### config.mk
export PLATFORM = sky130hd
export DESIGN_NAME = segmented_work_break_timer
export DESIGN_NICKNAME = d
export VERILOG_FILES = /design/src/sv/swbt_pkg.sv /design/src/sv/swbt_step.sv /design/src/sv/segmented_work_break_timer.sv
export SDC_FILE = /design/constraint.sdc
export NUM_CORES = 2
export LEC_CHECK = 0
export BUFFER_PORTS_ARGS = -buffer_cell sky130_fd_sc_hd__buf_2
export CORE_ASPECT_RATIO = 1.75
export CORE_UTILIZATION = 42
export CTS_BUF_LIST = sky130_fd_sc_hd__clkbuf_2 sky130_fd_sc_hd__clkbuf_4 sky130_fd_sc_hd__clkbuf_8
export CTS_CLUSTER_SIZE = 8
export DETAILED_ROUTE_END_ITERATION = 8
export PLACE_DENSITY = 0.64
export SLEW_MARGIN = 0
export SYNTH_ARGS = -nofsm -noshare
export SYNTH_HDL_FRONTEND = slang
export SYNTH_SLANG_ARGS = --single-unit
export TNS_END_PERCENT = 100
### constraint.sdc
create_clock -name i_clk -period 7.4 [get_ports i_clk]
set_clock_uncertainty 0.2 [all_clocks]
set_input_delay 0.74 -clock i_clk [delete_from_list [all_inputs] [get_ports i_clk]]
set_output_delay 0.74 -clock i_clk [all_outputs]
set_load 0.02 [all_outputs]
### src/sv/swbt_pkg.sv
// types and constants shared by the work/break timer modules
`timescale 1ns / 1ps

package swbt_pkg;

    localparam int W_REM = 23;

    typedef enum logic [2:0] {
        ST_IDLE  = 3'd0,
        ST_RUN   = 3'd1,
        ST_PAUSE = 3'd2,
        ST_AWAIT = 3'd3,
        ST_DONE  = 3'd4
    } t_status;

    typedef enum logic [1:0] {
        SEG_NONE  = 2'd0,
        SEG_FOCUS = 2'd1,
        SEG_BREAK = 2'd2
    } t_seg;

    typedef enum logic [2:0] {
        REQ_TICK    = 3'd0,
        REQ_START   = 3'd1,
        REQ_PAUSE   = 3'd2,
        REQ_RESUME  = 3'd3,
        REQ_SKIP    = 3'd4,
        REQ_RESET   = 3'd5,
        REQ_CONFIRM = 3'd6
    } t_req;

    typedef enum logic [1:0] {
        CFG_FOCUS  = 2'd0,
        CFG_BREAK  = 2'd1,
        CFG_CYCLES = 2'd2
    } t_cfg_idx;

    localparam logic [W_REM-1:0] C_MS_PER_MIN    = 23'd60000;
    localparam logic [6:0]       C_FOCUS_MAX_MIN = 7'd90;
    localparam logic [4:0]       C_BREAK_MAX_MIN = 5'd30;
    localparam logic [3:0]       C_MAX_CYCLES    = 4'd8;
    localparam logic [W_REM-1:0] C_FOCUS_RST_MS  = 23'd1500000;
    localparam logic [W_REM-1:0] C_BREAK_RST_MS  = 23'd300000;
    localparam logic [3:0]       C_CYCLES_RST    = 4'd4;

    // floor(x / 1000) = (x * C_DIV_MUL) >> C_DIV_SHIFT for any 23-bit x
    localparam logic [23:0]      C_DIV_MUL       = 24'd8589935;
    localparam int               C_DIV_SHIFT     = 33;

    typedef struct packed {
        logic [2:0]  req_type;
        logic [31:0] now_ms;
    } t_in_word;

    typedef struct packed {
        logic        accepted;
        logic [2:0]  run_status;
        logic [1:0]  segment_kind;
        logic [3:0]  cycle_number;
        logic [12:0] secs_left;
        logic [15:0] sessions_done;
        logic [31:0] revision;
    } t_out_word;

    // segment lengths already scaled to milliseconds, cycle limit already clamped
    typedef struct packed {
        logic [W_REM-1:0] focus_ms;
        logic [W_REM-1:0] break_ms;
        logic [3:0]       cyc_lim;
    } t_cfg;

    typedef struct packed {
        t_status          status;
        t_seg             segment;
        logic [3:0]       cycle;
        logic [W_REM-1:0] rem_ms;
        logic [31:0]      last_ms;
        logic [15:0]      sessions;
        logic [31:0]      revision;
    } t_state;

endpackage

### src/sv/swbt_step.sv
// next-state logic of the timer for one command word
`timescale 1ns / 1ps

module swbt_step
    import swbt_pkg::*;
(
    input  t_state   i_st,
    input  t_cfg     i_cfg,
    input  t_in_word i_cmd,
    output t_state   o_st,
    output logic     o_accepted
);

    // end of the current segment, with or without counting it
    function automatic t_state f_advance(input t_state s, input logic natural, input t_cfg c);
        t_state r;
        r = s;
        case (s.segment)
            SEG_FOCUS: begin
                if (natural) begin
                    r.sessions = s.sessions + 16'd1;
                end
                if (s.cycle >= c.cyc_lim) begin
                    r.status  = ST_DONE;
                    r.segment = SEG_NONE;
                    r.rem_ms  = '0;
                end else begin
                    r.status  = ST_AWAIT;
                    r.segment = SEG_BREAK;
                    r.rem_ms  = c.break_ms;
                end
                r.revision = s.revision + 32'd1;
            end
            SEG_BREAK: begin
                r.cycle    = s.cycle + 4'd1;
                r.status   = ST_AWAIT;
                r.segment  = SEG_FOCUS;
                r.rem_ms   = c.focus_ms;
                r.revision = s.revision + 32'd1;
            end
            default: begin
            end
        endcase
        return r;
    endfunction

    logic [31:0] elapsed;
    logic        expired;
    logic        tick_adv;
    t_state      ticked;

    // time bookkeeping of a tick, valid whenever the state is running
    always_comb begin
        elapsed       = i_cmd.now_ms - i_st.last_ms;
        expired       = elapsed >= {9'd0, i_st.rem_ms};
        tick_adv      = expired && (i_st.segment != SEG_NONE);
        ticked        = i_st;
        ticked.last_ms = i_cmd.now_ms;
        if (expired) begin
            ticked.rem_ms = '0;
            ticked = f_advance(ticked, 1'b1, i_cfg);
        end else begin
            ticked.rem_ms = i_st.rem_ms - elapsed[W_REM-1:0];
        end
    end

    always_comb begin
        o_st       = i_st;
        o_accepted = 1'b0;
        case (i_cmd.req_type)
            REQ_TICK: begin
                if (i_st.status == ST_RUN) begin
                    o_st       = ticked;
                    o_accepted = tick_adv;
                end
            end
            REQ_START: begin
                if (i_st.status == ST_IDLE) begin
                    o_st.status   = ST_RUN;
                    o_st.segment  = SEG_FOCUS;
                    o_st.cycle    = 4'd1;
                    o_st.rem_ms   = i_cfg.focus_ms;
                    o_st.last_ms  = i_cmd.now_ms;
                    o_st.revision = i_st.revision + 32'd1;
                    o_accepted    = 1'b1;
                end
            end
            REQ_PAUSE: begin
                if (i_st.status == ST_RUN) begin
                    o_st = ticked;
                    if (!tick_adv) begin
                        o_st.status   = ST_PAUSE;
                        o_st.revision = ticked.revision + 32'd1;
                        o_accepted    = 1'b1;
                    end
                end
            end
            REQ_RESUME: begin
                if (i_st.status == ST_PAUSE) begin
                    o_st.status   = ST_RUN;
                    o_st.last_ms  = i_cmd.now_ms;
                    o_st.revision = i_st.revision + 32'd1;
                    o_accepted    = 1'b1;
                end
            end
            REQ_SKIP: begin
                if (i_st.status == ST_RUN) begin
                    if (tick_adv) begin
                        o_st       = ticked;
                        o_accepted = 1'b1;
                    end else begin
                        o_st       = f_advance(ticked, 1'b0, i_cfg);
                        o_accepted = ticked.segment != SEG_NONE;
                    end
                end else if (i_st.status inside {ST_PAUSE, ST_AWAIT}) begin
                    o_st       = f_advance(i_st, 1'b0, i_cfg);
                    o_accepted = i_st.segment != SEG_NONE;
                end
            end
            REQ_RESET: begin
                if (i_st.status != ST_IDLE) begin
                    o_st.status   = ST_IDLE;
                    o_st.segment  = SEG_NONE;
                    o_st.cycle    = 4'd1;
                    o_st.rem_ms   = i_cfg.focus_ms;
                    o_st.last_ms  = '0;
                    o_st.revision = i_st.revision + 32'd1;
                    o_accepted    = 1'b1;
                end
            end
            REQ_CONFIRM: begin
                if (i_st.status == ST_AWAIT) begin
                    o_st.status   = ST_RUN;
                    o_st.rem_ms   = (i_st.segment == SEG_BREAK) ? i_cfg.break_ms
                                                                : i_cfg.focus_ms;
                    o_st.last_ms  = i_cmd.now_ms;
                    o_st.revision = i_st.revision + 32'd1;
                    o_accepted    = 1'b1;
                end
            end
            default: begin
            end
        endcase
    end

endmodule

### src/sv/segmented_work_break_timer.sv
// top level of the segmented work/break countdown timer
`timescale 1ns / 1ps

// Work/break countdown sequencer. Each input word is one command (tick, start,
// pause, resume, skip, reset, confirm) stamped with a free-running millisecond
// time; every command returns exactly one output word, in order. The block takes
// one word per clock while o_stall is low, and each word passes through three
// registered stages: an input register, the command step (32-bit elapsed
// time, compare and subtract against the remaining time, segment advance), and a
// 23 x 24 constant multiply that turns remaining milliseconds into whole seconds
// ahead of the output register. All three stages hold a word each, so while a
// finished word waits on i_stall the block keeps accepting until the stages
// before it are full. Configuration writes are clamped to their legal range and
// scaled to milliseconds when written, and take effect at the next segment load
// or cycle check; write them only while no command is in flight.

module segmented_work_break_timer
    import swbt_pkg::*;
(
    input  logic       i_clk,
    input  logic       i_rst_n,
    // command channel
    input  logic       i_valid,
    input  t_in_word   i_data,
    output logic       o_stall,
    // result channel
    output logic       o_valid,
    output t_out_word  o_data,
    input  logic       i_stall,
    // configuration writes
    input  logic       i_cfg_we,
    input  logic [1:0] i_cfg_idx,
    input  logic [6:0] i_cfg_data
);

    // word between the command step and the seconds conversion
    typedef struct packed {
        logic             accepted;
        t_status          status;
        t_seg             segment;
        logic [3:0]       cycle;
        logic [W_REM-1:0] rem_ms;
        logic [15:0]      sessions;
        logic [31:0]      revision;
    } t_mid;

    // configuration registers
    t_cfg       r_cfg, n_cfg;
    logic [6:0] cfg_focus_min;
    logic [4:0] cfg_break_min;
    logic [3:0] cfg_cycles;

    // timer state
    t_state r_st, n_st;
    logic   step_ok;

    // pipeline registers
    logic      r_a_valid, n_a_valid;
    t_in_word  r_a_data, n_a_data;
    logic      r_b_valid, n_b_valid;
    t_mid      r_b_word, n_b_word;
    logic      r_c_valid, n_c_valid;
    t_out_word r_c_data, n_c_data;

    logic        a_ready, b_ready, c_ready;
    logic        a_fire, b_fire;
    logic [46:0] sec_prod;

    // ---------------- configuration: clamp and scale at write time
    always_comb begin
        n_cfg         = r_cfg;
        cfg_focus_min = i_cfg_data;
        cfg_break_min = i_cfg_data[4:0];
        cfg_cycles    = i_cfg_data[3:0];
        if (cfg_focus_min == 7'd0) begin
            cfg_focus_min = 7'd1;
        end else if (cfg_focus_min > C_FOCUS_MAX_MIN) begin
            cfg_focus_min = C_FOCUS_MAX_MIN;
        end
        if (cfg_break_min == 5'd0) begin
            cfg_break_min = 5'd1;
        end else if (cfg_break_min > C_BREAK_MAX_MIN) begin
            cfg_break_min = C_BREAK_MAX_MIN;
        end
        if (cfg_cycles == 4'd0) begin
            cfg_cycles = 4'd1;
        end else if (cfg_cycles > C_MAX_CYCLES) begin
            cfg_cycles = C_MAX_CYCLES;
        end
        if (i_cfg_we) begin
            case (i_cfg_idx)
                CFG_FOCUS:  n_cfg.focus_ms = W_REM'(cfg_focus_min) * C_MS_PER_MIN;
                CFG_BREAK:  n_cfg.break_ms = W_REM'(cfg_break_min) * C_MS_PER_MIN;
                CFG_CYCLES: n_cfg.cyc_lim  = cfg_cycles;
                default: begin
                end
            endcase
        end
    end

    always_ff @(posedge i_clk) begin
        if (!i_rst_n) begin
            r_cfg.focus_ms <= C_FOCUS_RST_MS;
            r_cfg.break_ms <= C_BREAK_RST_MS;
            r_cfg.cyc_lim  <= C_CYCLES_RST;
        end else begin
            r_cfg <= n_cfg;
        end
    end

    // ---------------- handshake: each stage moves when the next one has room
    assign c_ready = !r_c_valid || !i_stall;
    assign b_ready = !r_b_valid || c_ready;
    assign a_ready = !r_a_valid || b_ready;
    assign a_fire  = r_a_valid && b_ready;
    assign b_fire  = r_b_valid && c_ready;

    assign o_stall = !a_ready;
    assign o_valid = r_c_valid;
    assign o_data  = r_c_data;

    // ---------------- command step, state commits when the word moves on
    swbt_step u_step (
        .i_st       (r_st),
        .i_cfg      (r_cfg),
        .i_cmd      (r_a_data),
        .o_st       (n_st),
        .o_accepted (step_ok)
    );

    always_ff @(posedge i_clk) begin
        if (!i_rst_n) begin
            r_st.status   <= ST_IDLE;
            r_st.segment  <= SEG_NONE;
            r_st.cycle    <= 4'd1;
            r_st.rem_ms   <= C_FOCUS_RST_MS;
            r_st.last_ms  <= '0;
            r_st.sessions <= '0;
            r_st.revision <= '0;
        end else if (a_fire) begin
            r_st <= n_st;
        end
    end

    // ---------------- pipeline next values
    // ms to seconds: exact reciprocal multiply for every 23-bit value
    assign sec_prod = 47'(r_b_word.rem_ms) * 47'(C_DIV_MUL);

    always_comb begin
        n_a_valid = r_a_valid;
        n_a_data  = r_a_data;
        n_b_valid = r_b_valid;
        n_b_word  = r_b_word;
        n_c_valid = r_c_valid;
        n_c_data  = r_c_data;
        if (a_ready) begin
            n_a_valid = i_valid;
            n_a_data  = i_data;
        end
        if (b_ready) begin
            n_b_valid = r_a_valid;
        end
        if (a_fire) begin
            n_b_word.accepted = step_ok;
            n_b_word.status   = n_st.status;
            n_b_word.segment  = n_st.segment;
            n_b_word.cycle    = n_st.cycle;
            n_b_word.rem_ms   = n_st.rem_ms;
            n_b_word.sessions = n_st.sessions;
            n_b_word.revision = n_st.revision;
        end
        if (c_ready) begin
            n_c_valid = r_b_valid;
        end
        if (b_fire) begin
            n_c_data.accepted      = r_b_word.accepted;
            n_c_data.run_status    = r_b_word.status;
            n_c_data.segment_kind  = r_b_word.segment;
            n_c_data.cycle_number  = r_b_word.cycle;
            n_c_data.secs_left     = sec_prod[C_DIV_SHIFT+12:C_DIV_SHIFT];
            n_c_data.sessions_done = r_b_word.sessions;
            n_c_data.revision      = r_b_word.revision;
        end
    end

    // valid bits
    always_ff @(posedge i_clk) begin
        if (!i_rst_n) begin
            r_a_valid <= 1'b0;
            r_b_valid <= 1'b0;
            r_c_valid <= 1'b0;
        end else begin
            r_a_valid <= n_a_valid;
            r_b_valid <= n_b_valid;
            r_c_valid <= n_c_valid;
        end
    end

    // payload, no reset
    always_ff @(posedge i_clk) begin
        r_a_data <= n_a_data;
        r_b_word <= n_b_word;
        r_c_data <= n_c_data;
    end

    // ---------------- checks
    // a finished session has no segment and no time left
    a_done_clean: assert property (@(posedge i_clk) disable iff (!i_rst_n)
        r_st.status == ST_DONE |-> r_st.segment == SEG_NONE && r_st.rem_ms == '0)
        else $error("complete state with a live segment or time left");

    // running, paused or awaiting always has a segment, idle and done never do
    a_seg_match: assert property (@(posedge i_clk) disable iff (!i_rst_n)
        (r_st.status == ST_IDLE || r_st.status == ST_DONE) == (r_st.segment == SEG_NONE))
        else $error("segment does not match run status");

    // revision and session count only move with a stepped word
    a_rev_hold: assert property (@(posedge i_clk) disable iff (!i_rst_n)
        i_rst_n && !a_fire |=> $stable(r_st.revision) && $stable(r_st.sessions))
        else $error("state counters changed without a command");

    // a word waiting for the output register keeps its place and value
    a_mid_hold: assert property (@(posedge i_clk) disable iff (!i_rst_n)
        i_rst_n && r_b_valid && !c_ready |=> r_b_valid && $stable(r_b_word))
        else $error("middle stage word lost while output stalled");

endmodule

==> run summary <==
largest family of logic cells by synthesized area: adder cells
Total GRT Usage: 29.2%
leakage power: 16.7 nW
Syn Inst Count: 4077
CTS Sinks: 340
layout cells sized above 1: 11.7%
post-route setup TNS: 0 ns
first-pass detailed-route iteration total: 6
sw frac: 41.7%
post-synthesis area per instance: 8.48 um2
Final Hold Violating Endpoints: 0
Post-Synth Adder-Cell Area: 25.2%
via count: 31700
width of the die: 219 um
post-route ant nets: 0
required time of the critical path: 7.65 ns
Pwr per Cell Area: 248 mW/mm2
die area: 0.0835 mm2
area of the mapped netlist: 0.0346 mm2
number of max-cap violations: 0
largest net degree at the start of global routing: 51
vias in the first global route: 31700
CP Class: flip-flop to flip-flop
HPWL after DPL: 91700 um
antenna violations before repair: 2
die height: 382 um
CTS tree: built
yosys warns: 0
setup violators final: 0
syn nets: 4716
worst slack at placement: 0.0260 ns
combinational share of power: 55.7%
Post-Synth Simple-Gate Area: 15.0%
Final Cycle Share: 96.2%
Primary FF master, synth: edfxtp_1
WL final: 122000 um
Final Worst Setup Slack: 0.283 ns
CTS clk-pin slew, worst paths: 0.06 ns
number of top-level pins: 122
clock share of power: 20.7%
Max Freq: 141 MHz
Least-Margin Pin Slew: 1.24 ns
XOR/XNOR share of the synthesized area: 4.99%
Design Power: 9.61 mW
GPL Wtd Cong: 1.01
Max VDD drop: 0.000238 V
Initial Util: 42.6%
Slew Viols, Final: 0
Initial DRC Count: 2632
TritonCTS Buffers: 56
register area share after synthesis: 25.1%
Core Box Area: 0.0812 mm2
H-tree depth: 2
top cell type's share of synthesized area: 16.2%
min Tclk post-route: 7.12 ns
Startpoint Class: flip-flop
Max clock buf depth: 3
type of destination of the critical path: flip-flop
post-layout util: 47.8%
drt via density: 5.97
P_sw: 4.01 mW
Filler cells: 8003
Seq pwr share: 23.6%
global-route wire length before repair: 186000 um
fin nets: 4855
Slew headroom: 16.5%
post-synth top area cell: edfxtp_1
FP Rows: 138
Post-synth EDFFs: 187
Synth async-reset ratio: 0%
Remaining Overflow, GRT: 0
CTS root buf: clkbuf_8
P_int: 5.60 mW
Area growth syn-to-layout: 12.3%
# DRC: 0
DR WL/cell: 23.0 um
PortBufs: 121
worst-path fanout max: 5
register bit total from synthesis: 340
outcome: finished, final reports clean
synth unique cells: 99
post-synthesis mux area share: 1.09%
worst min-delay path class: input port to flip-flop
complex-gate fraction of the synthesized area: 20.7%
synth top area cells: edfxtp_1 16%, ha_1 15%, fa_1 10%
clock latency on the worst-skew pair: 0.72 ns
CP arrival: 7.36 ns
cells in the final DEF, fill, tap and decap left out, drive strengths merged, types with 14 or more instances in the layout:
cell type	Yosys	final
a211oi	51	51
a21o	54	54
a21oi	302	302
a221oi	24	24
a22oi	33	33
a31oi	37	37
and2	27	27
and3	27	27
buf	31	288
clkbuf	212	90
dfxtp	153	153
dlygate4sd3	0	36
edfxtp	187	187
fa	178	178
ha	412	412
inv	470	472
mux2i	29	29
nand2	360	360
nand2b	31	31
nand3	123	123
nand4	45	45
nor2	275	275
nor2b	17	17
nor3	74	74
nor4	30	30
o211ai	59	59
o21a	25	25
o21ai	276	276
o221a	15	15
o221ai	16	16
o311ai	14	14
o31ai	29	29
or3	35	35
xnor2	119	119
xor2	78	78
per-layer routing:
layer | part of all wire (%) | up-vias | global-route usage [%]
li1 | - | 14700 | -
met1 | 34 | 15100 | 30.6
met2 | 50 | 1449 | 51.9
met3 | 6.5 | 535 | 4.11
met4 | 9.1 | 2 | 22.7
met5 | 0.0065 | - | 0
power by group through the flow:
stage | sequential [mW] | clock (mW) | combinational [mW]
after floorplan | 2.26 | 0 | 3.73
after global placement | 2.30 | 0 | 5.10
after detailed placement | 2.30 | 0 | 5.20
after CTS | 2.26 | 2.05 | 5.27
after global routing | 2.28 | 2.11 | 6.09
final | 2.27 | 1.99 | 5.35
worst max-delay path: stages (launching register included):
cell      delay, ns
edfxtp_1       0.42
fa_1           0.55
inv_1          0.08
fa_1           0.50
inv_1          0.05
fa_1           0.48
inv_1          0.05
fa_1           0.50
fa_1           0.43
fa_1           0.49
inv_1          0.05
fa_1           0.45
ha_1           0.31
a21o_1         0.17
a21oi_1        0.12
o21ai_0        0.11
a21oi_1        0.19
nor3b_2        0.20
o311a_1        0.27
o22ai_2        0.15
a211o_1        0.31
nand2_1        0.13
o21ai_1        0.12
o41ai_2        0.29
o21bai_1       0.12
xnor2_1        0.13
cells by family (layout without fill, tap and decap cells):
logic type / count (synthesis) / in the layout
AND/OR/NAND/NOR: 1100 / 1100
XOR/XNOR: 197 / 197
multiplexers: 36 / 36
buffers and inverters: 718 / 903
AO/OA/AOI/OAI: 1096 / 1096
other: 0 / 2
adder cells (fa/ha/maj): 590 / 590
flip-flops: 340 / 340
final timing paths:
check                     from    endpoint  slack, ns  cells after the start
hold reg to reg   r_b_word[43]  o_data[43]       0.21                      0
setup reg to reg  r_b_word[68]  o_data[60]       0.28                     25
hold / removal         i_stall     o_valid       0.13                      3
setup / recovery  r_b_word[68]  o_data[60]       0.28                     25
through the flow:
step	cell area (um2)	instances	hold slack [ns]
6_report	38800	5314	0.132
5_1_grt	38800	5313	0.135
4_1_cts	38600	5307	0.0766
3_5_place_dp	37000	5167	0.205
3_3_place_gp	37000	5167	0.203
2_1_floorplan	34600	4077	0.200
cells in the mapped netlist (10+ instances only):
master and n:
and3_1 27, o21bai_1 12, clkbuf_1 210, a21oi_1 302
a21o_1 54, a211o_1 10, nand2_1 359, a31oi_1 35
nand3_1 123, a22oi_1 33, o221ai_1 16, or2_2 11
a21boi_0 11, mux2i_1 28, buf_1 15, nor3_1 71
nand4_1 44, o21ai_0 271, o221a_2 12, xnor2_1 119
o21a_1 25, edfxtp_1 187, o22ai_1 10, nand3b_1 10
xor2_1 78, nor2b_1 17, fa_1 178, a211oi_1 50
dfxtp_1 153, nand2b_1 31, a221oi_1 24, ha_1 412
o211ai_1 59, a22o_1 10, nor4_1 28, inv_1 470
o31ai_1 28, o311ai_0 14, or3_1 35, and2_1 27
nor2_1 275
sequential cells by signal, indices dropped and copies added, names as in the netlist:
signal / count
r_cfg: 38
r_b_word: 81
r_a_data: 35
o_valid: 1
o_data: 71
r_st: 112
r_b_valid: 1
r_a_valid: 1
layout make-up:
class	count	area, um2	share of cell area (%)
multi-input cells	3019	23400	60.3
flip-flops and latches	340	8680	22.4
repair buffers	324	2290	5.91
inverters	475	1790	4.61
well taps	1050	1310	3.39
clock buffers	90	1080	2.77
clock inverters	14	235	0.606
diodes	2	5.00	0.0129
what timing repair did:
item / in CTS / in global routing
pin swaps: 0 / 14
setup buffers: 0 / 5
hold buffers: 36 / 0
gates resized for setup: 1 / 35
endpoints found under the hold margin: 36 / 0
gates cloned: 0 / 0
endpoints found under the setup margin: 6 / 109
Power figures use the tool's default switching activity.
